===== src/design/sobel_horizontal_gradient_macros.svh =====
// ----------------------------------------------------------------------------
// Sobel horizontal gradient assertion macros
// Shared concurrent assertion forms used by the gradient block.
// ----------------------------------------------------------------------------
`ifndef SOBEL_HORIZONTAL_GRADIENT_MACROS_SVH
`define SOBEL_HORIZONTAL_GRADIENT_MACROS_SVH

// Same-cycle implication, disabled while reset is high.
`define SOBH_ASSERT_IMPLY(label, clk, rst, ante, cons, msg) \
   label: assert property (@(posedge clk) disable iff (rst) (ante) |-> (cons)) \
      else $error(msg);

// Next-cycle implication, disabled while reset is high.
`define SOBH_ASSERT_NEXT(label, clk, rst, ante, cons, msg) \
   label: assert property (@(posedge clk) disable iff (rst) (ante) |=> (cons)) \
      else $error(msg);

`endif


===== src/design/sobh_pkg.sv =====
// ----------------------------------------------------------------------------
// Sobel horizontal gradient package
// Types, register codes and reset values shared by the gradient block.
// ----------------------------------------------------------------------------
package sobh_pkg;

   // Field widths of the configuration registers and result fields.
   localparam int CFG_WIDTH_W  = 12;
   localparam int CFG_HEIGHT_W = 13;
   localparam int CSR_DATA_W   = 13;
   localparam int CSR_INDEX_W  = 2;
   localparam int GRAD_W       = 11;
   localparam int ROW_OUT_W    = 12;
   localparam int COL_OUT_W    = 11;

   // Register indexes on the configuration port.
   localparam logic [CSR_INDEX_W-1:0] CSR_IMAGE_WIDTH   = 2'd0;
   localparam logic [CSR_INDEX_W-1:0] CSR_IMAGE_HEIGHT  = 2'd1;
   localparam logic [CSR_INDEX_W-1:0] CSR_ABSOLUTE_MODE = 2'd2;

   // Register reset values.
   localparam logic [CFG_WIDTH_W-1:0]  IMAGE_WIDTH_RESET  = 12'd640;
   localparam logic [CFG_HEIGHT_W-1:0] IMAGE_HEIGHT_RESET = 13'd480;

   typedef logic [7:0] pixel_type;

   // One column of the 3x3 window, top to bottom.
   typedef struct packed {
      pixel_type top;
      pixel_type mid;
      pixel_type bot;
   } column_type;

   // Window taps and position of the current pixel.
   typedef struct packed {
      column_type                 left;
      column_type                 right;
      logic                       interior;
      logic                       last;
      logic [ROW_OUT_W-1:0]       row;
      logic [COL_OUT_W-1:0]       col;
   } window_type;

   // One result transaction.
   typedef struct packed {
      logic signed [GRAD_W-1:0]   gradient;
      logic [ROW_OUT_W-1:0]       center_row;
      logic [COL_OUT_W-1:0]       center_col;
      logic                       last_of_frame;
   } result_type;

endpackage


===== src/design/sobh_gradient.sv =====
// ----------------------------------------------------------------------------
// Sobel horizontal gradient kernel
// Weighted right column minus weighted left column, optionally rectified.
// ----------------------------------------------------------------------------
module sobh_gradient
   import sobh_pkg::*;
(
   input  window_type               window,
   input  logic                     absolute_mode,
   output logic signed [GRAD_W-1:0] gradient
);

   logic [9:0]               sum_left, sum_right;
   logic signed [GRAD_W-1:0] diff;

   // Column sums with weights 1, 2, 1 from top to bottom.
   assign sum_left  = {2'b00, window.left.top} + {1'b0, window.left.mid, 1'b0} +
                      {2'b00, window.left.bot};
   assign sum_right = {2'b00, window.right.top} + {1'b0, window.right.mid, 1'b0} +
                      {2'b00, window.right.bot};

   assign diff = $signed({1'b0, sum_right}) - $signed({1'b0, sum_left});

   // Absolute value when requested.
   assign gradient = (absolute_mode && diff[GRAD_W-1]) ? -diff : diff;

endmodule


===== config.mk =====
export PLATFORM = sky130hd
export DESIGN_NAME = sobh_gradient
export DESIGN_NICKNAME = d
export VERILOG_FILES = /design/src/design/sobel_horizontal_gradient_macros.svh /design/src/design/sobh_pkg.sv /design/src/design/sobh_gradient.sv
export SDC_FILE = /design/constraint.sdc
export NUM_CORES = 1
export LEC_CHECK = 0
export BUFFER_PORTS_ARGS = -buffer_cell sky130_fd_sc_hd__buf_2
export CAP_MARGIN = 20
export CORE_MARGIN = 1
export CORE_UTILIZATION = 43
export DETAILED_ROUTE_END_ITERATION = 10
export PLACE_DENSITY = 0.81
export SLEW_MARGIN = 20
export SYNTH_ARGS = -nofsm -noshare
export SYNTH_HDL_FRONTEND = slang
export SYNTH_SLANG_ARGS = --single-unit
export TNS_END_PERCENT = 10

===== constraint.sdc =====
create_clock -name vclk -period 3.85
set_clock_uncertainty 0.15 [all_clocks]
set_input_delay 0 -clock vclk [all_inputs]
set_output_delay 0 -clock vclk [all_outputs]
set_load 0.005 [all_outputs]

# Word-level counts from Yosys, hierarchy flattened
# Index checks and enable logic that the tools add are counted.
# totals
mem_bits_rw	0
regBits	0
word_cells	8
memories	0
latchBits	0
romBits	0
input_bits	74
output_inout_bits	11
# op_classes
mux	1
n_reduce_logical	1
n_addsub	6
div	0
shifts	0
magnitude_cmp	0
n_eq_ne	0
bitwise_logic	0
n_mul	0
# op_table
op	n
adder 10 x 8 -> 10 bit	2
adder 8 x 9 -> 10 bit	2
two-way mux 11 bit	1
negation 11 bit	1
subtractor 10 x 10 -> 11 bit	1
logical AND 1 bit	1

# Depth between registers and ports, before layout
# Gate-level depths: netlist (run 1).
# depth
word_depth	5
depth_mapped	15
depth_no_buf	15

# Worst setup path after synthesis (run 1)
# Ideal clock, no wire load.
# synth_timing
path_type	input-to-output
start	input window[51] in the netlist's numbering
end	output gradient[10]
slack_ps	18
arrival_ps	3682
path_buffers	0
path_stages	13
path_cell_list	inv_1 > fa_1 > fa_1 > inv_1 > fa_1 > inv_1 > fa_1 > a21oi_2 > nor2_1 > or4_4 > a211o_1 > or3b_1 > a21oi_1
# synth_via
elab_chain_len	4
# synth_lines
element	line	rtl
start: declaration	sobh_gradient.sv:8	input window_type window,
adder 10 x 8 -> 10 bit (*)	sobh_gradient.sv:17	assign sum_left = {2'b00, window.left.top} + {1'b0, window.left.mid, 1'b0} +
subtractor 10 x 10 -> 11 bit (*)	sobh_gradient.sv:22	assign diff = $signed({1'b0, sum_right}) - $signed({1'b0, sum_left});
negation 11 bit or logical AND 1 bit (tied branches)	sobh_gradient.sv:25	assign gradient = (absolute_mode && diff[GRAD_W-1]) ? -diff : diff;
two-way mux 11 bit (*)	sobh_gradient.sv:25	
end: declaration	sobh_gradient.sv:10	output logic signed [GRAD_W-1:0] gradient
# Every way passes the cells marked *; elsewhere a longest branch is shown, timed or not.

# Worst setup path in the final report (run 1)
# layout_timing
start	input window[53] in the netlist's numbering
end	output gradient[10]
# Same word-level chain as after synthesis.

==> impl_results.md, run 1 <==
- P&R area growth vs syn: 38.55%
- Final Hold Fails: 0
- F_max: ~0.26 GHz
- Post-synthesis cell count: between 150 and 200
- Buffers added on ports: 60
- DR vias/cell: 4.593
- Fraction of layout cells with a size suffix above 1: 37.97%
- CP peak stage delay: 0.54 ns
- Crit path capture type: output port
- Post-synth cell types: 36
- Vias in the first global route: 1514
- Worst slew pin tran: around 0.7 ns
- Cell count after placement: approximately 310
- Final GP Congestion: between 0.7 and 0.8
- First-pass GRT wire length: about 5600 um
- Ant. Diodes: 0
- Worst-path cell chain: buf_2 > inv_1 > fa_1 > fa_1 > inv_1 > fa_1 > inv_1 > ha_1 > nand3_1 > nor2_1 > or4_4 > a211o_1 > or3b_1 > a21oi_2 > buf_2
- CLK BUF: 0
- Setup violators final: 0
- Residual DRC: 0
- Met3 Use GR: less than 1%
- Leak: 1.236 nW
- Sequential share of power: 0%
- M2 GR Usage: between 30 and 40%
- Die Span X: between 60 and 70 um
- Worst path slowest cell: fa_1
- DRT iter0 DRCs: 29
- NumNets Final: ~390
- Grt ovf: 0
- Most common cell in the netlist: inv_1
- Vias: about 1400
- Top cells by area in the synthesized netlist: fa_1 (40%), inv_1 (18%), ha_1 (10%)
- Chip height: roughly 62 um
- Worst slew margin: between 50% and 60%
- Fin crit period: around 3.8 ns
- Crit start category: input pin
- Post-Syn Nets: 305
- Grt met1 use: between 10% and 20%
- CP delay by family, top: adder cells
- FFs & Latches: 0
- WL/cell: 9.388 um
- Comb pwr share: 100.0%
- Area of the multi-input gates: around 0.0013 mm^2
- Syn. warnings: 0
- Core Region: about 0.0034 mm^2
- Gr usage total: around 17%
- Post-DP HPWL: around 2700 um
- Post-Syn Area: 0.001558 mm^2
- Power share of the clock group: 0%
- Post-synthesis sequential area ratio: 0%
- Starting Density: a little under half
- Worst VDD drop: around 390 uV
- Synth Area per Inst: between 8 and 9 um^2
- RSZ-0062 raised after global routing: yes
- I/O pins: 85
- Yosys top cell area share: 39.84%
- Final ANT Viol Nets: 0
- Synth top cells by count: inv_1 (76), fa_1 (31), ha_1 (13)
- Status: finished, final reports clean
- Fill count: approximately 310
- Sw frac: between 40 and 50%
- FP Rows: 21
- Max_cap viols: 0
- Kind of critical path: input pin to output port
- Initial antenna violation count: 0
- Pwr Density: 837.0 mW/mm^2
- Layout Cells excl Fill: between 300 and 400
- Final-report max-slew violation count: 0
- Pre-antenna DRT Iters: 3
- Crit Path Max Fanout: 5
- Die area: between 0.003 and 0.004 mm^2
- Psw: between 0.8 and 0.9 mW
- P_int: just under 1 mW
- Final period util: 99.69%
- Synth area leader: fa_1
- Largest net degree at the start of global routing: 12
- Worst Hold Class: input pin to output port
- Setup TNS: 0 ns
- Hold-fix buffers, CTS: 0
- Busiest grt layer: met2
- Sequential Area: 0 um^2
- CP Data Arrival Time: approximately 3.7 ns
- Final WL: a little under 3000 um
- WP data required: between 3 and 4 ns
- Buffer and inverter count on the worst path: 5
kinds of logic (layout without fill, tap and decap cells):
family                     Yosys count  in the layout  synth area share (%)
xor gates and xnor gates            12             12                 7.952
AOI/OAI and AO/OA                   29             29                 14.38
and+or+nand+nor                     23             23                 8.274
buffers and inverters               79            158                 19.12
adders and majority gates           44             44                 50.28
final timing paths:
kind | start | to | slack (ns) | cells past startpoint
setup / recovery | window[53] | gradient[10] | 0.01 | 15
hold / removal | absolute_mode | gradient[10] | 0.11 | 3
area by class of cell:
class	instances	share of cell area, %
multi-input cells	108	62.43
well taps	46	2.667
inverters	77	13.39
repair buffers	81	21.51
per-stage QoR:
stage	util (%)	worst slack (ns)	power, mW	cell area [um^2]	hold slack [ns]
2_1_floorplan	-	0.01811	1.028	1558	-0.09865
3_3_place_gp	60.44	-0.2534	1.633	2064	0.1067
3_5_place_dp	60.44	-0.2413	1.671	2064	0.1010
4_1_cts	61.21	0.01501	1.705	2091	0.1077
5_1_grt	63.19	-0.1460	2.027	2158	0.1261
6_report	63.19	0.01190	1.807	2158	0.1113
power by group through the flow:
stage / clock network, mW / logic (mW) / registers [mW]
after floorplan: 0 / 1.03 / 0
after global placement: 0 / 1.63 / 0
after detailed placement: 0 / 1.67 / 0
after CTS: 0 / 1.70 / 0
after global routing: 0 / 2.03 / 0
final: 0 / 1.81 / 0
cells in the final DEF (no fill, tap or decap), types with 2 or more instances in the layout:
cell and count:
a21oi_1 4, ha_1 9, inv_2 2, buf_2 59, a21o_1 3, buf_4 21, fa_2 2, nor2b_1 2
ha_4 3, o21ai_1 2, nor3_1 2, nor2_1 4, o31ai_1 3, nand3_1 6, a211oi_1 3, xor2_1 3
xnor2_1 6, inv_1 74, fa_1 29, a21oi_2 3, o311ai_1 2
repair_timing:
item,CTS,global route
pin swaps,10,3
endpoints found under the setup margin,4,4
buffers inserted,0,0
resized for setup,7,9
layer usage:
layer,share of wire (%),routed length [um]
met2,58,1701
met3,3.9,114
met4,0,0
met1,38,1113
met5,0,0
tightest hold or removal path, cell delays in order:
cell	delay [ns]
buf_2	0.09
a21oi_2	0.05
buf_2	0.12
No activity file was read; power rests on OpenSTA's default activity.
==> run 2: changes to the inputs <==
--- a/config.mk
+++ b/config.mk
@@ -11,6 +11,7 @@
 export CORE_UTILIZATION = 43
 export DETAILED_ROUTE_END_ITERATION = 10
 export PLACE_DENSITY = 0.81
+export SETUP_SLACK_MARGIN = 0.05
 export SLEW_MARGIN = 20
 export SYNTH_ARGS = -nofsm -noshare
 export SYNTH_HDL_FRONTEND = slang
==> run 2 against run 1 <==
Against the previous run: via count about the same; critical path type unchanged; total power down 0.37%; setup slack gained 0.012 ns; flip-flop and latch count unchanged; count of clock-buffer cells in the layout unchanged; first-iteration DRC count decreased by 24%; global-route usage decreased by 0.29 points; final cell count unchanged; non-clock buffer count did not move.
==> impl_results.md, run 2 (synthesis gave the netlist of run 1 again) <==
- Pwr Density: 834.4 mW/mm^2 (was 837.0 mW/mm^2)
- Residual DRC: 0 (unchanged)
- Sequential Area: 0 um^2 (unchanged)
- Worst path slowest cell: fa_1 (unchanged)
- I/O pins: 85 (unchanged)
- Starting Density: 45.60% (unchanged)
- CP delay by family, top: adder cells (unchanged)
- Crit Path Max Fanout: 3 (was 5)
- Hold-fix buffers, CTS: 0 (unchanged)
- CLK BUF: 0 (unchanged)
- Vias: 1432 (was 1433)
- Commonest non-fill, non-tap cell in the layout: inv_1 (unchanged)
- Buffer and inverter count on the worst path: 4 (was 5)
- Pwr Total: 1.800 mW (was 1.807 mW)
- Kind of critical path: input pin to output port (unchanged)
- WHS Endpoint: gradient[10] (unchanged)
- Status: finished, final reports clean (unchanged)
- Pre-CTS setup slack: -0.1419 ns (was -0.2413 ns)
- Crit path capture type: output port (unchanged)
- Fin worst setup slack: 0.02375 ns (was 0.01190 ns)
- Worst slew margin: 56.63% (was 52.87%)
- WP data required: 3.70 ns (about the same)
- Min-delay src: absolute_mode (unchanged)
- Core Region: 0.003416 mm^2 (unchanged)
- Crit start category: input pin (unchanged)
- Worst-path cell chain: buf_2 > fa_1 > inv_1 > fa_2 > inv_2 > fa_1 > ha_2 > fa_2 > a21oi_2 > nor2_1 > or4_4 > a211o_1 > or3b_1 > a21oi_2 > buf_2 (was buf_2 > inv_1 > fa_1 > fa_1 > inv_1 > fa_1 > inv_1 > ha_1 > nand3_1 > nor2_1 > or4_4 > a211o_1 > or3b_1 > a21oi_2 > buf_2)
- P&R area growth vs syn: 38.47% (was 38.55%)
- Die Span X: 62.19 um (unchanged)
- Final period util: 99.38% (was 99.69%)
- Final ANT Viol Nets: 0 (unchanged)
- Die area: 0.003868 mm^2 (unchanged)
- F_max: 0.2614 GHz (was 0.2605 GHz)
- NumNets Final: 386 (unchanged)
- Final WL: 2901 um (was 2929 um)
- CP Data Arrival Time: 3.68 ns (was 3.69 ns)
- Final GP Congestion: 0.7829 (was 0.7952)
- WL/cell: 9.298 um (was 9.388 um)
- Worst VDD drop: 360.5 uV (was 386.7 uV)
- Commonest cells after routing, fill and taps aside: inv_1 (74), buf_2 (60), fa_1 (29) (was inv_1 (74), buf_2 (59), fa_1 (29))
- DR vias/cell: 4.590 (was 4.593)
- Largest net degree at the start of global routing: 12 (unchanged)
- Final Hold Fails: 0 (unchanged)
- Worst hold stages: 3 (unchanged)
- Pre-antenna DRT Iters: 4 (was 3)
- Gr usage total: 16.37% (was 16.66%)
- Max_cap viols: 0 (unchanged)
- Initial antenna violation count: 0 (unchanged)
- Setup violators final: 0 (unchanged)
- Final-report max-slew violation count: 0 (unchanged)
- FFs & Latches: 0 (unchanged)
- Buffers added on ports: 60 (unchanged)
- Leak: 1.234 nW (was 1.236 nW)
- Chip height: 62.19 um (unchanged)
- FP Rows: 21 (unchanged)
- Ant. Diodes: 0 (unchanged)
- RSZ-0062 raised after global routing: yes (unchanged)
- Vias in the first global route: 1472 (was 1514)
- DRT iter0 DRCs: 22 (was 29)
- Post-DP HPWL: 2662 um (was 2692 um)
- First-pass GRT wire length: 5478 um (was 5554 um)
- Core Util, Final: 63.15% (was 63.19%)
- Fin crit period: 3.826 ns (was 3.838 ns)
- CP peak stage delay: 0.54 ns (about the same)
- Grt ovf: 0 (unchanged)
- Worst slew pin tran: 0.6492 ns (was 0.7055 ns)
- Fraction of layout cells with a size suffix above 1: 39.10% (was 37.97%)
- Worst Hold Class: input pin to output port (unchanged)
run 2: stage by stage:
stage | hold slack (ns) | cells | TNS (ns) | area, um^2
5_1_grt | 0.1285 | 312 | -0.4565 | 2157
3_3_place_gp | 0.1049 | 311 | -0.2794 | 2059
2_1_floorplan | -0.09865 | 187 | 0 | 1560
6_report | 0.1135 | 312 | 0 | 2157
4_1_cts | 0.1092 | 312 | 0 | 2085
3_5_place_dp | 0.1025 | 311 | -0.2272 | 2059
run 2: layout make-up:
cell class	instances	area (um^2)
tap	46	57.56
fill	326	1259
inverter	77	289.0
timing repair buffer	81	457.9
multi-input combinational	108	1353
run 2: where the power goes:
part           total [mW]  internal [mW]  switching (mW)
clock network           0              0               0
registers               0              0               0
logic                1.80          0.957           0.843
total                1.80          0.957           0.843
run 2: what timing repair did:
action	in CTS	in global routing
gates resized for setup	5	10
cloned	0	0
endpoints found under the setup margin	5	10
pin swaps	10	1
buffers inserted	1	0
run 2: per-layer routing:
metal / vias to the layer above / global-route usage (%) / share of wire [%]
li1: 724 / - / -
met1: 668 / 18.28 / 38
met2: 40 / 34.75 / 58
met3: 0 / 1.103 / 4.1
met4: 0 / 0.2907 / 0
met5: - / 0 / 0
run 2: worst max-delay path by stage:
stage,cells after the start,slack [ns],end,startpoint
final,15,0.02,gradient[10],window[25]
after global routing,17,-0.17,gradient[9],window[67]
after CTS,16,0.0002,gradient[10],window[25]
after detailed placement,15,-0.14,gradient[10],window[51]
after global placement,15,-0.19,gradient[10],window[51]
after floorplan,13,0.09,gradient[10],window[51]
==> run 3: changes to the inputs <==
--- a/config.mk
+++ b/config.mk
@@ -11,8 +11,8 @@
 export CORE_UTILIZATION = 43
 export DETAILED_ROUTE_END_ITERATION = 10
 export PLACE_DENSITY = 0.81
-export SETUP_SLACK_MARGIN = 0.05
-export SLEW_MARGIN = 20
+export SETUP_SLACK_MARGIN = 0.2
+export SLEW_MARGIN = 5
 export SYNTH_ARGS = -nofsm -noshare
 export SYNTH_HDL_FRONTEND = slang
 export SYNTH_SLANG_ARGS = --single-unit
==> run 3 against run 2 <==
Against the previous run: the flow now finishes with violations (setup timing); first-iteration DRC count down 18%; total power fell by 2.8%; wire length up 0.34%; via count decreased by 1.5%; die area is the same; critical path depth decreased by 1; worst hold slack got worse by 0.0089 ns; count of clock-buffer cells in the layout stayed put; critical path type unchanged; critical endpoint unchanged.
==> impl_results.md, run 3 (synthesis gave the netlist of run 1 again) <==
- Die area: 0.003868 mm^2 (unchanged)
- Fin worst setup slack: -0.1001 ns (was 0.02375 ns)
- Final Hold Fails: 0 (unchanged)
- WP data required: 3.70 ns (about the same)
- Pwr Total: 1.749 mW (was 1.800 mW)
- Crit Path Max Fanout: 3 (unchanged)
- Buffers added on ports: 60 (unchanged)
- RSZ-0062 raised after global routing: yes (unchanged)
- Setup violators final: 1 (was 0)
- Commonest non-fill, non-tap cell in the layout: inv_1 (unchanged)
- Ant. Diodes: 0 (unchanged)
- Pre-antenna DRT Iters: 3 (was 4)
- WL/cell: 9.451 um (was 9.298 um)
- CP peak stage delay: 0.52 ns (was 0.54 ns)
- Critical path's most frequent cell: fa_1
- Die Span X: 62.19 um (unchanged)
- Max_cap viols: 0 (unchanged)
- Commonest cells after routing, fill and taps aside: inv_1 (75), buf_2 (58), fa_1 (29) (was inv_1 (74), buf_2 (60), fa_1 (29))
- Worst setup path end: gradient[10] (unchanged)
- Failing checks: setup timing
- Pwr Density: 813.1 mW/mm^2 (was 834.4 mW/mm^2)
- CP Data Arrival Time: 3.80 ns (was 3.68 ns)
- Worst-path cell chain: buf_6 > fa_1 > fa_1 > inv_1 > fa_1 > inv_2 > fa_2 > a21oi_2 > nor2_2 > or4_4 > a211o_1 > or3b_4 > a21oi_2 > buf_2 (was buf_2 > fa_1 > inv_1 > fa_2 > inv_2 > fa_1 > ha_2 > fa_2 > a21oi_2 > nor2_1 > or4_4 > a211o_1 > or3b_1 > a21oi_2 > buf_2)
- Worst Hold Class: input pin to output port (unchanged)
- Grt ovf: 0 (unchanged)
- Core Util, Final: 62.97% (was 63.15%)
- FP Rows: 21 (unchanged)
- Largest net degree at the start of global routing: 12 (unchanged)
- Leak: 1.230 nW (was 1.234 nW)
- CP startpoint: window[43] (was window[25])
- Layout Cells excl Fill: 308 (was 312)
- Initial antenna violation count: 0 (unchanged)
- DR vias/cell: 4.578 (was 4.590)
- Post-DP HPWL: 2660 um (was 2662 um)
- Crit start category: input pin (unchanged)
- Worst slew margin: 39.09% (was 56.63%)
- P&R area growth vs syn: 38.07% (was 38.47%)
- Worst path slowest cell: or4_4 (was fa_1)
- Kind of critical path: input pin to output port (unchanged)
- Starting Density: 45.60% (unchanged)
- Worst hold stages: 3 (unchanged)
- Pre-CTS setup slack: -0.08691 ns (was -0.1419 ns)
- Final GP Congestion: 0.7564 (was 0.7829)
- Sequential Area: 0 um^2 (unchanged)
- Fraction of layout cells with a size suffix above 1: 37.79% (was 39.10%)
- Residual DRC: 0 (unchanged)
- Min-delay src: absolute_mode (unchanged)
- CLK BUF: 0 (unchanged)
- Status: finished, violations left (was finished, final reports clean)
- Core Region: 0.003416 mm^2 (unchanged)
- Worst slew pin tran: 0.9118 ns (was 0.6492 ns)
- Final WL: 2911 um (was 2901 um)
- FFs & Latches: 0 (unchanged)
- Worst VDD drop: 415.4 uV (was 360.5 uV)
- Final-report max-slew violation count: 0 (unchanged)
- NumNets Final: 382 (was 386)
- First-pass GRT wire length: 5630 um (was 5478 um)
- Fill count: 312 (was 326)
- DRT iter0 DRCs: 18 (was 22)
- Vias in the first global route: 1479 (was 1472)
- Vias: 1410 (was 1432)
- Gr usage total: 17.02% (was 16.37%)
- I/O pins: 85 (unchanged)
- Final ANT Viol Nets: 0 (unchanged)
- Final period util: 102.6% (was 99.38%)
- Fin crit period: 3.950 ns (was 3.826 ns)
- Crit path capture type: output port (unchanged)
- Cell count after placement: 307 (was 311)
- Chip height: 62.19 um (unchanged)
- F_max: 0.2532 GHz (was 0.2614 GHz)
- Hold-fix buffers, CTS: 0 (unchanged)
==> run 3: worst min path at each step <==
stage	end	slack, ns
floorplan	gradient[10]	-0.11
global placement	gradient[10]	0.11
detailed placement	gradient[10]	0.11
CTS	gradient[10]	0.11
global route	gradient[10]	0.11
finish	gradient[10]	0.10
==> run 3: timing repair <==
| action | CTS | global route |
|---|---|---|
| gates resized for setup | 10 | 6 |
| buffers inserted | 0 | 1 |
| endpoints found under the setup margin | 10 | 10 |
| pin swaps | 8 | 15 |
==> run 3: area by class of cell <==
cell class | instances | area [um^2] | area share (%)
Multi-Input combinational cell | 108 | 1360 | 63.23
Timing Repair Buffer | 77 | 444.2 | 20.65
Inverter | 77 | 289.0 | 13.44
Tap cell | 46 | 57.56 | 2.676
==> run 3: worst max-delay path: cells and delay by family <==
| kind | cells | cell delay (ns) |
|---|---|---|
| compound gates | 3 | 0.62 |
| buf+inv | 4 | 0.31 |
| simple gates | 3 | 0.95 |
| fa+ha+maj | 4 | 1.91 |
==> run 3: where the power goes <==
group / leakage, nW / internal (mW) / switching (mW)
sequential: 0 / 0 / 0
combinational: 1.23 / 0.880 / 0.868
clock: 0 / 0 / 0
==> run 3: routing by layer <==
layer	GRT usage, %	routed length (um)
met1	19.16	1130
met2	36.81	1698
met3	0.1838	82
met4	0	0
met5	0	0
==> run 3: metrics by stage <==
step	hold slack, ns	instance area, um^2	TNS (ns)
5_1_grt	0.1101	2151	-0.3737
6_report	0.1046	2151	-0.1001
2_1_floorplan	-0.1117	1582	0
3_3_place_gp	0.1081	2051	-0.05984
3_5_place_dp	0.1108	2051	-0.1118
4_1_cts	0.1121	2107	-0.07052
