--- src/design/sobel_horizontal_gradient_macros.svh ---
// ----------------------------------------------------------------------------
// Sobel horizontal gradient assertion macros
// Shared concurrent assertion forms used by the gradient block.
// ----------------------------------------------------------------------------
`ifndef SOBEL_HORIZONTAL_GRADIENT_MACROS_SVH
`define SOBEL_HORIZONTAL_GRADIENT_MACROS_SVH

// Same-cycle implication, disabled while reset is high.
`define SOBH_ASSERT_IMPLY(label, clk, rst, ante, cons, msg) \
   label: assert property (@(posedge clk) disable iff (rst) (ante) |-> (cons)) \
      else $error(msg);

// Next-cycle implication, disabled while reset is high.
`define SOBH_ASSERT_NEXT(label, clk, rst, ante, cons, msg) \
   label: assert property (@(posedge clk) disable iff (rst) (ante) |=> (cons)) \
      else $error(msg);

`endif

--- src/design/sobh_pkg.sv ---
// ----------------------------------------------------------------------------
// Sobel horizontal gradient package
// Types, register codes and reset values shared by the gradient block.
// ----------------------------------------------------------------------------
package sobh_pkg;

   // Field widths of the configuration registers and result fields.
   localparam int CFG_WIDTH_W  = 12;
   localparam int CFG_HEIGHT_W = 13;
   localparam int CSR_DATA_W   = 13;
   localparam int CSR_INDEX_W  = 2;
   localparam int GRAD_W       = 11;
   localparam int ROW_OUT_W    = 12;
   localparam int COL_OUT_W    = 11;

   // Register indexes on the configuration port.
   localparam logic [CSR_INDEX_W-1:0] CSR_IMAGE_WIDTH   = 2'd0;
   localparam logic [CSR_INDEX_W-1:0] CSR_IMAGE_HEIGHT  = 2'd1;
   localparam logic [CSR_INDEX_W-1:0] CSR_ABSOLUTE_MODE = 2'd2;

   // Register reset values.
   localparam logic [CFG_WIDTH_W-1:0]  IMAGE_WIDTH_RESET  = 12'd640;
   localparam logic [CFG_HEIGHT_W-1:0] IMAGE_HEIGHT_RESET = 13'd480;

   typedef logic [7:0] pixel_type;

   // One column of the 3x3 window, top to bottom.
   typedef struct packed {
      pixel_type top;
      pixel_type mid;
      pixel_type bot;
   } column_type;

   // Window taps and position of the current pixel.
   typedef struct packed {
      column_type                 left;
      column_type                 right;
      logic                       interior;
      logic                       last;
      logic [ROW_OUT_W-1:0]       row;
      logic [COL_OUT_W-1:0]       col;
   } window_type;

   // One result transaction.
   typedef struct packed {
      logic signed [GRAD_W-1:0]   gradient;
      logic [ROW_OUT_W-1:0]       center_row;
      logic [COL_OUT_W-1:0]       center_col;
      logic                       last_of_frame;
   } result_type;

endpackage

--- src/design/sobh_out_stage.sv ---
// ----------------------------------------------------------------------------
// Sobel result output stage
// Output register with a one-entry skid buffer behind it.
// ----------------------------------------------------------------------------
module sobh_out_stage
   import sobh_pkg::*;
(
   input  logic       clock,
   input  logic       reset,
   input  logic       in_valid,
   input  result_type in_result,
   input  logic       out_stall,
   output logic       out_valid,
   output result_type out_result,
   output logic       full
);

   logic       out_valid_ff, out_valid_in;
   logic       skid_valid_ff, skid_valid_in;
   result_type out_result_ff, out_result_in;
   result_type skid_result_ff, skid_result_in;

   // Move the skid entry or the new result forward when the output frees up.
   always_comb begin
      out_valid_in   = out_valid_ff;
      out_result_in  = out_result_ff;
      skid_valid_in  = skid_valid_ff;
      skid_result_in = skid_result_ff;
      if (!out_valid_ff || !out_stall) begin
         if (skid_valid_ff) begin
            out_valid_in  = 1'b1;
            out_result_in = skid_result_ff;
            skid_valid_in = 1'b0;
         end else begin
            out_valid_in  = in_valid;
            out_result_in = in_result;
         end
      end else if (in_valid) begin
         skid_valid_in  = 1'b1;
         skid_result_in = in_result;
      end
   end

   always_ff @(posedge clock) begin
      if (reset) begin
         out_valid_ff  <= 1'b0;
         skid_valid_ff <= 1'b0;
      end else begin
         out_valid_ff  <= out_valid_in;
         skid_valid_ff <= skid_valid_in;
      end
   end

   // Payload registers carry no reset.
   always_ff @(posedge clock) begin
      out_result_ff  <= out_result_in;
      skid_result_ff <= skid_result_in;
   end

   assign out_valid  = out_valid_ff;
   assign out_result = out_result_ff;
   assign full       = skid_valid_ff;

endmodule

--- config.mk ---
export PLATFORM = sky130hd
export DESIGN_NAME = sobh_out_stage
export DESIGN_NICKNAME = d
export VERILOG_FILES = /design/src/design/sobel_horizontal_gradient_macros.svh /design/src/design/sobh_pkg.sv /design/src/design/sobh_out_stage.sv
export SDC_FILE = /design/constraint.sdc
export NUM_CORES = 1
export LEC_CHECK = 0
export ABC_CLOCK_PERIOD_IN_PS = 2700
export BUFFER_PORTS_ARGS = -buffer_cell sky130_fd_sc_hd__clkbuf_2
export CAP_MARGIN = 20
export CORE_MARGIN = 5
export CORE_UTILIZATION = 54
export CTS_BUF_LIST = sky130_fd_sc_hd__clkbuf_8
export DETAILED_ROUTE_END_ITERATION = 10
export GPL_TIMING_DRIVEN = 1
export PLACE_DENSITY = 0.82
export SYNTH_ARGS = -nofsm -noshare
export SYNTH_HDL_FRONTEND = slang
export SYNTH_SLANG_ARGS = --single-unit
export TNS_END_PERCENT = 20
--- constraint.sdc ---
create_clock -name clock -period 2.7 [get_ports clock]
set_clock_uncertainty 0.1 [all_clocks]
set_input_delay 0.81 -clock clock [delete_from_list [all_inputs] [get_ports clock]]
set_output_delay 0.81 -clock clock [all_outputs]
set_load 0.1 [all_outputs]
# After elaboration in Yosys (flattened, before gate mapping)
# Index checks and enable logic that the tools add are counted.
dict set report op_classes {
  mux 2
  bitwise 1
  reduce_logical 5
}
# cell count
set op_table {}
lappend op_table {{$mux 35} 1}
lappend op_table {{$logic_not 1->1} 2}
lappend op_table {{$reduce_and 2->1} 1}
lappend op_table {{$reduce_or 2->1} 1}
lappend op_table {{$logic_or 1x1->1} 1}
lappend op_table {{$mux 1} 1}
lappend op_table {{$not 1->1} 1}
dict set report word_totals {
  ff_bits 72
  elab_cells 18
}

# Depth between registers and ports, before layout
# Gate-level depths: netlist (run 1).
dict set report depth {
  word_depth 4
  depth_mapped 4
}

# Least setup slack after synthesis (run 1)
# No wires, ideal clock.
dict set report synth_timing {
  kind {register to register}
  start {register out_valid_ff (netlist: out_valid)}
  end {register out_result_ff (netlist bit out_result[0]) (enable)}
  setup_ps 527
  arrival_ps 1862
  required_ps 2073
  setup_slack_ps 211
  stages_incl_launch_ff 2
  path_buffers 0
  synth_period_minus_slack_ps 2489
  cell_sequence {dfxtp_1 nand2_1}
}
dict set report synth_between {
  elab_chain_cells 2
}
# item line_no
set synth_rtl {}
lappend synth_rtl {{from (decl)} sobh_out_stage.sv:18} ;# logic out_valid_ff, out_valid_in;
lappend synth_rtl {{from (signal assigned)} sobh_out_stage.sv:49} ;# out_valid_ff <= out_valid_in;
lappend synth_rtl {{$logic_not 1->1} sobh_out_stage.sv:29} ;# if (!out_valid_ff || !out_stall) begin
lappend synth_rtl {{$logic_or 1x1->1} sobh_out_stage.sv:29}
lappend synth_rtl {{to (signal assigned)} sobh_out_stage.sv:56} ;# out_result_ff <= out_result_in;
lappend synth_rtl {{to (decl)} sobh_out_stage.sv:20} ;# result_type out_result_ff, out_result_in;
# No other way between the ends.
# A chain may end at the register's enable or synchronous reset.

# Worst setup path after layout (run 1)
dict set report layout_timing {
  start {register out_valid_ff (netlist: out_valid)}
  end {output port out_valid}
}
# item line_no
set layout_lines {}
lappend layout_lines {{to (decl)} sobh_out_stage.sv:13} ;# output logic out_valid,
# No word-level cell between the ends.

==> metrics, run 1 <==
Cells after Synth=116; First-pass DRT Iterations=4; final antenna-violating net count=0; Util after Layout=66.6%; row cnt=26; # port buffers=75; worst setup margin=0.630 ns; fmax=~480 MHz; CTS buffer count=9; grt total ovfl=0; R2R depth=2; YS warnings=0; CTS tree=yes; Die Area=0.00660 mm²; Syn Nets=155; Crit. End Element=primary output; CP Launch Type=register; H-tree levels=3; core box area=0.00501 mm²; initial antenna violation count=0; top cell type by total area after synthesis=edfxtp_1; Hold Vio Cnt, Final=0; Fillers=382; Hold Startpoint=skid_result_ff[16]$_DFFE_PP_; Iter 0 DRT Violations=74; sequential element share of the synthesized area=approximately four fifths; Crit path max-delay family=buffers and inverters; Die W=around 80 µm; critical path required time=1.79 ns; DP HPWL=roughly 3.0 mm; residual DRC count=0; crit-path cells=clkbuf_2; GP Congestion=0.651; cts hold-fix bufs=0; clock sinks=72; Vert. Die Dim=about 81 µm; worst min path class=reg2reg; fin nets=240; Worst R2R Start=full$_SDFFE_PP0P_; clock-pin slew on the worst setup and hold paths=0.07 ns; Area Growth Syn to Fin=21.8%; via/cell ratio=4.82; post-CTS setup buffers=0; final hold slack=0.449 ns; post-synth cell types=11; first-pass GRT wire length=6.83 mm; Top Ports=76; power per cell area=737 mW/mm²; cell area after synthesis=around 0.0027 mm²; run status=finished, final reports clean; Tmin final=2.07 ns; Max FO, Critical Path=3; Setup CP Type=reg2out; Finished Layout Cells=276; vias in the first global route=1,463; worst path bufs/invs=1; CP arrival=between 1 and 1.5 ns; Inserted Diodes=0; clock tree root buffer cell=clkbuf_8; cts repair resizes=0; Worst Tran Pin Value=0.601 ns; latest clock arrival within the worst-skew pair=0.33 ns; Yosys reg bits=about 70; R2R setup slack=between 1 and 1.5 ns; Hold Crit Depth=1; Final Cycle Share=about three quarters; final setup vio count=0; largest net degree at the start of global routing=38; post-synth top area share=roughly 77%; WL/cell=15.3 µm; Leak=roughly 1.4 nW; Worst slew margin=roughly 60%; initial core utilization=54.7%; synthesized area per cell=23.6 µm²; R2R Path End=out_result[32]$_DFFE_PP_; dpl cells=260; share of cells above drive strength 1=63.1%; Clock Path Buffers=2; VDD IR max=around 440 µV; routed wire length=4.22 mm; Max Slew Vio Count=0; gr usage total=about 15%; setup TNS=0 ns; RSZ-0062 raised after global routing=no; vias=1,330; CP max stage delay=0.47 ns; DP Worst Slack=0.722 ns; Synth area leaders=edfxtp_1, mux2_4, mux2_2, buf_12, dfxtp_1; Hold EP=out_result[16]$_DFFE_PP_; maxcap violations=0; crit path max-delay cell type=clkbuf_2
## report_power, final
part	leakage [nW]	total [mW]	internal (mW)	switching, mW
clock	0.0982	0.698	0.345	0.353
combinational	0.563	0.457	0.0896	0.368
sequential	0.698	1.30	1.29	0.0158
## worst max path at each step
stage                           startpoint                           end  slack, ns  cells past startpoint
finish              out_valid$_SDFFE_PP0P_                     out_valid       0.63                      1
global route        out_valid$_SDFFE_PP0P_                     out_valid       0.58                      1
CTS                 out_valid$_SDFFE_PP0P_                     out_valid       0.60                      1
detailed placement               out_stall   skid_result_ff[4]$_DFFE_PP_       0.72                      3
global placement                 out_stall  skid_result_ff[34]$_DFFE_PP_       0.75                      3
floorplan           out_valid$_SDFFE_PP0P_       out_result[0]$_DFFE_PP_       0.21                      1
## worst reg2reg max path, delay by kind of cell, from the launching register on
| kind | cells | cell delay [ns] |
|---|---|---|
| buffers and inverters | 1 | 0.50 |
| multiplexers | 1 | 0.41 |
| flip-flops | 1 | 0.33 |
## layer usage
metal	routed length [µm]	up-vias	share of wire (%)	global-route usage, %
li1	-	630	-	-
met1	1660	640	39	16.5
met2	2140	53	51	23.8
met3	350	7	8.3	5.21
met4	76	0	1.8	7.94
met5	0	-	0	0
## cells in the mapped netlist
| master | count |
|---|---|
| edfxtp_1 | 70 |
| mux2_4 | 29 |
| mux2_2 | 6 |
| buf_12 | 3 |
| dfxtp_1 | 2 |
| a21oi_1 | 1 |
| and3_1 | 1 |
| buf_6 | 1 |
| nand2_1 | 1 |
| nor2_1 | 1 |
| nor3_1 | 1 |
## area by class of cell
cell class                 count  area, µm²  area share, %
clock buffer                  10        138           4.12
timing repair buffer          78        410           12.3
clock inverter                 6       27.5          0.825
tap                           70       87.6           2.62
multi-input combinational     40        531           15.9
sequential                    72       2140           64.2
## layout by cell type, fill, tap and decap left out, drive strengths merged
| cell | n |
|---|---|
| nand2 | 1 |
| and3 | 1 |
| nor2 | 1 |
| a21oi | 1 |
| mux2 | 35 |
| edfxtp | 70 |
| inv | 2 |
| dfxtp | 2 |
| clkinv | 4 |
| buf | 3 |
| nor3 | 1 |
| clkbuf | 85 |
## per-stage QoR
stage	instance area (µm²)	power, mW
floorplan	2740	1.71
global placement	3170	1.78
detailed placement	3170	1.79
CTS	3340	2.49
global route	3340	2.56
finish	3340	2.46
## cells by family (layout without fill, tap and decap cells)
group / Yosys count / in the layout / share of synthesized area [%]
buffers and inverters: 4 / 94 / 2.60
AOI/OAI and AO/OA: 1 / 1 / 0.182
DFF: 72 / 72 / 78.2
and+or+nand+nor: 4 / 4 / 0.685
muxes: 35 / 35 / 18.4
## sequential cells by signal, indices dropped and copies added (netlist names)
name,flops
full,1
out_result,35
out_valid,1
skid_result_ff,35
Note: power is estimated with default switching activity, not from simulation.
==> run 2, diff against run 1 <==
--- a/config.mk
+++ b/config.mk
@@ -5,15 +5,16 @@
 export SDC_FILE = /design/constraint.sdc
 export NUM_CORES = 1
 export LEC_CHECK = 0
-export ABC_CLOCK_PERIOD_IN_PS = 2700
+export ABC_AREA = 1
+export ABC_CLOCK_PERIOD_IN_PS = 1900
 export BUFFER_PORTS_ARGS = -buffer_cell sky130_fd_sc_hd__clkbuf_2
 export CAP_MARGIN = 20
 export CORE_MARGIN = 5
-export CORE_UTILIZATION = 54
+export CORE_UTILIZATION = 49
 export CTS_BUF_LIST = sky130_fd_sc_hd__clkbuf_8
 export DETAILED_ROUTE_END_ITERATION = 10
 export GPL_TIMING_DRIVEN = 1
-export PLACE_DENSITY = 0.82
+export PLACE_DENSITY = 0.78
 export SYNTH_ARGS = -nofsm -noshare
 export SYNTH_HDL_FRONTEND = slang
 export SYNTH_SLANG_ARGS = --single-unit
==> constraint.sdc (replaced) <==
create_clock -name clock -period 1.9 [get_ports clock]
set_clock_uncertainty 0.1 [all_clocks]
set_input_delay 0.57 -clock clock [delete_from_list [all_inputs] [get_ports clock]]
set_output_delay 0.57 -clock clock [all_outputs]
set_load 0.1 [all_outputs]
==> run 2 against run 1 <==
Non-clock buffer count rose by 2. Register-to-register slack got worse by 0.52 ns. Hold slack got worse by 0.13 ns. Cell count rose by 28%. Synthesized cell count rose by 67%. Worst setup slack got worse by 0.56 ns. Flip-flop and latch count did not move. Core utilization fell by 3.2 points. First-iteration DRC count rose by 34%. Synthesized area rose by 4.2%. Global-route usage barely moved. Critical path depth did not move.
==> metrics, run 2 <==
run status=finished, final reports clean; Worst slew margin=63.0%; Vert. Die Dim=86.3 µm; initial antenna violation count=0; setup TNS=0 ns; Final Cycle Share=96.1%; Inserted Diodes=0; Hold Startpoint=in_result[32]; CTS buffer count=9; post-synth cell types=11; routed wire length=4.83 mm; Max Slew Vio Count=0; core box area=0.00557 mm²; post-synthesis async set-or-reset flop share=0%; post-synth top area share=73.7%; largest net degree at the start of global routing=73; most common cell after layout, fill and taps aside=clkbuf_2; fmax=between 500 and 600 MHz; CP Launch Type=register; Max FO, Critical Path=1; fin nets=between 300 and 400; DP HPWL=3.40 mm; GP Congestion=0.712; Power Total=3.86 mW; Cells after Synth=194; CTS tree=yes; Syn Nets=233; RSZ-0062 raised after global routing=no; R2R depth=3; power per cell area=1090 mW/mm²; row cnt=27; most common library cells after synthesis=edfxtp_1, inv_1, o21ai_2; Top Ports=76; cell area after synthesis=0.00285 mm²; Area Growth Syn to Fin=23.9%; Crit. path cell count=1; Hold Vio Cnt, Final=0; final setup vio count=0; Post-synth top flop=edfxtp_1; Util after Layout=between 60% and 70%; clock-pin slew on the worst setup and hold paths=0.08 ns; residual DRC count=0; VDD IR max=615 µV; sequential element share of the synthesized area=75.1%; EDFF count, synth=70; vias=between 1,500 and 2,000; Crit. End Element=primary output; most common cell in the netlist=edfxtp_1; critical path required time=1.23 ns; # port buffers=75; share of cells above drive strength 1=about half; Setup CP Type=reg2out; grt total ovfl=0; maxcap violations=0; First-pass DRT Iterations=4; worst path bufs/invs=1; top cell type by total area after synthesis=edfxtp_1; via/cell ratio=roughly 4.7; Synth area leaders=edfxtp_1, o21ai_2, inv_1, nand2_1, buf_6; Die Area=about 0.0075 mm²; clock sinks=72; WL/cell=roughly 14 µm; Worst Setup SP=out_result[9]$_DFFE_PP_; initial core utilization=51.2%; YS warnings=0; most frequent cells in the layout=clkbuf_2, edfxtp_1, inv_1; cts hold-fix bufs=0; final antenna-violating net count=0; Leak=1.49 nW; latest clock arrival within the worst-skew pair=0.34 ns; post-CTS setup buffers=0; Crit path max-delay family=buffers and inverters; Worst R2R Start=out_valid$_SDFFE_PP0P_; H-tree levels=3; cts repair resizes=0; Iter 0 DRT Violations=99; clock tree root buffer cell=clkbuf_8; crit path max-delay cell type=clkbuf_2; synthesized area per cell=14.7 µm²; first-pass GRT wire length=8.00 mm; Clock Path Buffers=2; CP arrival=1.16 ns; Yosys reg bits=72; Die W=86.3 µm; gr usage total=14.5%; Hold Crit Depth=1; Tmin final=between 1.5 and 2 ns; vias in the first global route=roughly 1,600; worst min path class=in2reg; crit-path cells=clkbuf_2; CP max stage delay=0.46 ns; Worst Tran Pin Value=0.557 ns
-- run 2: changes by cell type in the layout (fill, tap and decap cells not counted), sizes merged, moves of 2 or more --
cell	previous run	this run
nor2	1	3
nand2	1	37
buf	3	7
clkbuf	85	82
bufinv	0	2
clkinv	4	2
inv	2	39
o21ai	0	36
mux2	35	0
-- run 2: worst paths after layout --
kind | endpoint | slack (ns)
min | skid_result_ff[32]$_DFFE_PP_ | 0.32
max | out_result[9] | 0.07
min reg2reg | out_result[11]$_DFFE_PP_ | 0.43
max reg2reg | skid_result_ff[16]$_DFFE_PP_ | 0.59
-- run 2: layout make-up --
class                           count  area (µm²)
Sequential cell                    72        2150
Fill cell                         451        2040
Multi-Input combinational cell     77         503
Timing Repair Buffer               80         443
Inverter                           37         139
Clock buffer                        9         124
Tap cell                           72        90.1
Clock inverter                      7        88.8
-- run 2: power by group --
| group | leakage [nW] | total [mW] | internal (mW) | switching (mW) |
|---|---|---|---|---|
| registers | 0.700 | 1.87 | 1.84 | 0.0271 |
| logic | 0.679 | 0.723 | 0.113 | 0.610 |
| clock network | 0.112 | 1.27 | 0.729 | 0.537 |
-- run 2: metrics by stage --
stage	area, µm²	hold WS [ns]	instances	setup slack, ns
after global placement	3320	0.404	338	0.247
after detailed placement	3320	0.409	338	0.221
final	3540	0.322	354	0.0744
after CTS	3540	0.303	354	0.0631
after global routing	3540	0.294	354	0.0180
after floorplan	2880	0.401	194	0.0181
-- run 2: kinds of logic after synthesis --
group | synth area share [%]
compound gates | 10.9
buf+inv | 8.15
simple gates | 5.87
flops | 75.1
-- run 2: layer usage --
metal	track usage (%)	wire length [µm]	up-vias	share of wire [%]
li1	-	-	829	-
met3	5.23	337	6	7.0
met1	17.1	1900	764	39
met4	5.95	51	0	1.1
met2	24.1	2540	51	53
met5	0	0	-	0
==> run 3, diff against run 2 <==
--- a/config.mk
+++ b/config.mk
@@ -7,7 +7,7 @@
 export LEC_CHECK = 0
 export ABC_AREA = 1
 export ABC_CLOCK_PERIOD_IN_PS = 1900
-export BUFFER_PORTS_ARGS = -buffer_cell sky130_fd_sc_hd__clkbuf_2
+export BUFFER_PORTS_ARGS = -buffer_cell sky130_fd_sc_hd__buf_2
 export CAP_MARGIN = 20
 export CORE_MARGIN = 5
 export CORE_UTILIZATION = 49
@@ -15,6 +15,7 @@
 export DETAILED_ROUTE_END_ITERATION = 10
 export GPL_TIMING_DRIVEN = 1
 export PLACE_DENSITY = 0.78
+export SLEW_MARGIN = 20
 export SYNTH_ARGS = -nofsm -noshare
 export SYNTH_HDL_FRONTEND = slang
 export SYNTH_SLANG_ARGS = --single-unit
==> run 3 against run 2 <==
Count of clock-buffer cells in the layout is the same. Flip-flop and latch count is the same. Non-clock buffer count is the same. Global-route usage shrank 0.72 points. Die area is the same. Highest routed layer unchanged. Clock power shrank 26%. Cell count shrank 0.28%. Worst setup slack gained 0.015 ns. Maximum frequency grew 0.86%. Critical path depth is the same.
==> metrics, run 3 (same netlist as run 2, synthesis figures left out) <==
CP max stage delay=0.43 ns; Die W=86.3 µm; dpl cells=around 340; Max FO, Critical Path=3; latest clock arrival within the worst-skew pair=approximately 0.33 ns; Tmin final=approximately 1.8 ns; Inserted Diodes=0; First-pass DRT Iterations=4; initial antenna violation count=0; final hold slack=0.327 ns; GP Congestion=0.718; CTS buffer count=9; Max Slew Vio Count=0; most common cell after layout, fill and taps aside=buf_2; Util after Layout=62.2%; GR peak layer=met2; Final Cycle Share=between 90% and 100%; initial core utilization=just over 50%; CP Launch Type=register; Iter 0 DRT Violations=108; fmax=around 550 MHz; power per cell area=1020 mW/mm²; fin nets=316; Area Growth Syn to Fin=21.5%; crit-path cells=buf_2; core box area=0.00557 mm²; row cnt=27; post-route cell area=0.00347 mm²; grt total ovfl=0; cts hold-fix bufs=0; Setup CP Type=reg2out; VDD IR max=639 µV; first-pass GRT wire length=7.72 mm; DP HPWL=3.39 mm; Fillers=around 460; placed cell areas=~0.0033 mm²; crit path max-delay cell type=buf_2; Leak=1.45 nW; share of cells above drive strength 1=47.3%; Crit. End Element=primary output; worst min path class=in2reg; H-tree levels=3; grt met3 use=about 3.7%; Die Area=approximately 0.0075 mm²; clock tree root buffer cell=clkbuf_8; Worst Tran Pin Value=0.500 ns; via/cell ratio=about 4.6; final antenna-violating net count=0; gr usage total=13.8%; Hold Vio Cnt, Final=0; largest net degree at the start of global routing=51; post-CTS setup buffers=0; Top Ports=76; M1 GR Usage=16.7%; final setup vio count=0; Finished Layout Cells=353; met2 Track Usage GR=23.0%; routed wire length=4.80 mm; worst path bufs/invs=1; run status=finished, final reports clean; maxcap violations=0; WL/cell=13.6 µm; most frequent cells in the layout=buf_2, edfxtp_1, inv_1; CP arrival=1.14 ns; # port buffers=between 70 and 80; vias in the first global route=1,619; Vert. Die Dim=86.3 µm; critical path required time=between 1 and 1.5 ns; Worst slew margin=around two thirds; clock-pin slew on the worst setup and hold paths=~0.07 ns; clock sinks=between 70 and 80; RSZ-0062 raised after global routing=no; cts repair resizes=0; residual DRC count=0; Clock Path Buffers=2; Crit path max-delay family=buffers and inverters; vias=1,621; CTS tree=yes; setup TNS=0 ns
-- run 3: changes by cell type in the layout (fill, tap and decap cells not counted) --
cell	before	now
clkinv_2	1	0
bufinv_16	2	0
clkbuf_2	73	0
clkinvlp_4	1	0
buf_2	0	74
inv_1	39	41
clkinv_1	0	2
buf_4	5	4
clkinv_4	1	0
-- run 3: final timing paths --
kind | start | endpoint | slack [ns] | cells after the start
worst max register to register | full$_SDFFE_PP0P_ | out_result[21]$_DFFE_PP_ | 0.53 | 2
worst max-delay path | out_valid$_SDFFE_PP0P_ | out_valid | 0.09 | 1
worst min register to register | skid_result_ff[16]$_DFFE_PP_ | out_result[16]$_DFFE_PP_ | 0.42 | 2
worst min-delay path | in_result[32] | skid_result_ff[32]$_DFFE_PP_ | 0.33 | 1
-- run 3: per-layer routing --
metal	up-vias	share of wire, %
met4	0	0.75
met3	4	6.3
met1	744	40
li1	827	-
met2	46	53
met5	-	0
-- run 3: cell type report --
class,instances,area [µm²],area share [%]
flip-flops and latches,72,2150,62.0
multi-input cells,77,503,14.5
repair buffers,80,440,12.7
inverters,37,139,4.00
clock buffers,9,124,3.57
well taps,72,90.1,2.60
clock inverters,6,22.5,0.649
-- run 3: metrics by stage --
| stage | setup slack [ns] | power (mW) |
|---|---|---|
| floorplan | 0.0181 | 2.50 |
| global placement | 0.278 | 2.62 |
| detailed placement | 0.265 | 2.63 |
| CTS | 0.0659 | 3.56 |
| global route | 0.0292 | 3.66 |
| finish | 0.0899 | 3.53 |
-- run 3: power by group --
group	switching, mW	internal, mW
clock	0.502	0.439
combinational	0.602	0.115
sequential	0.0296	1.84
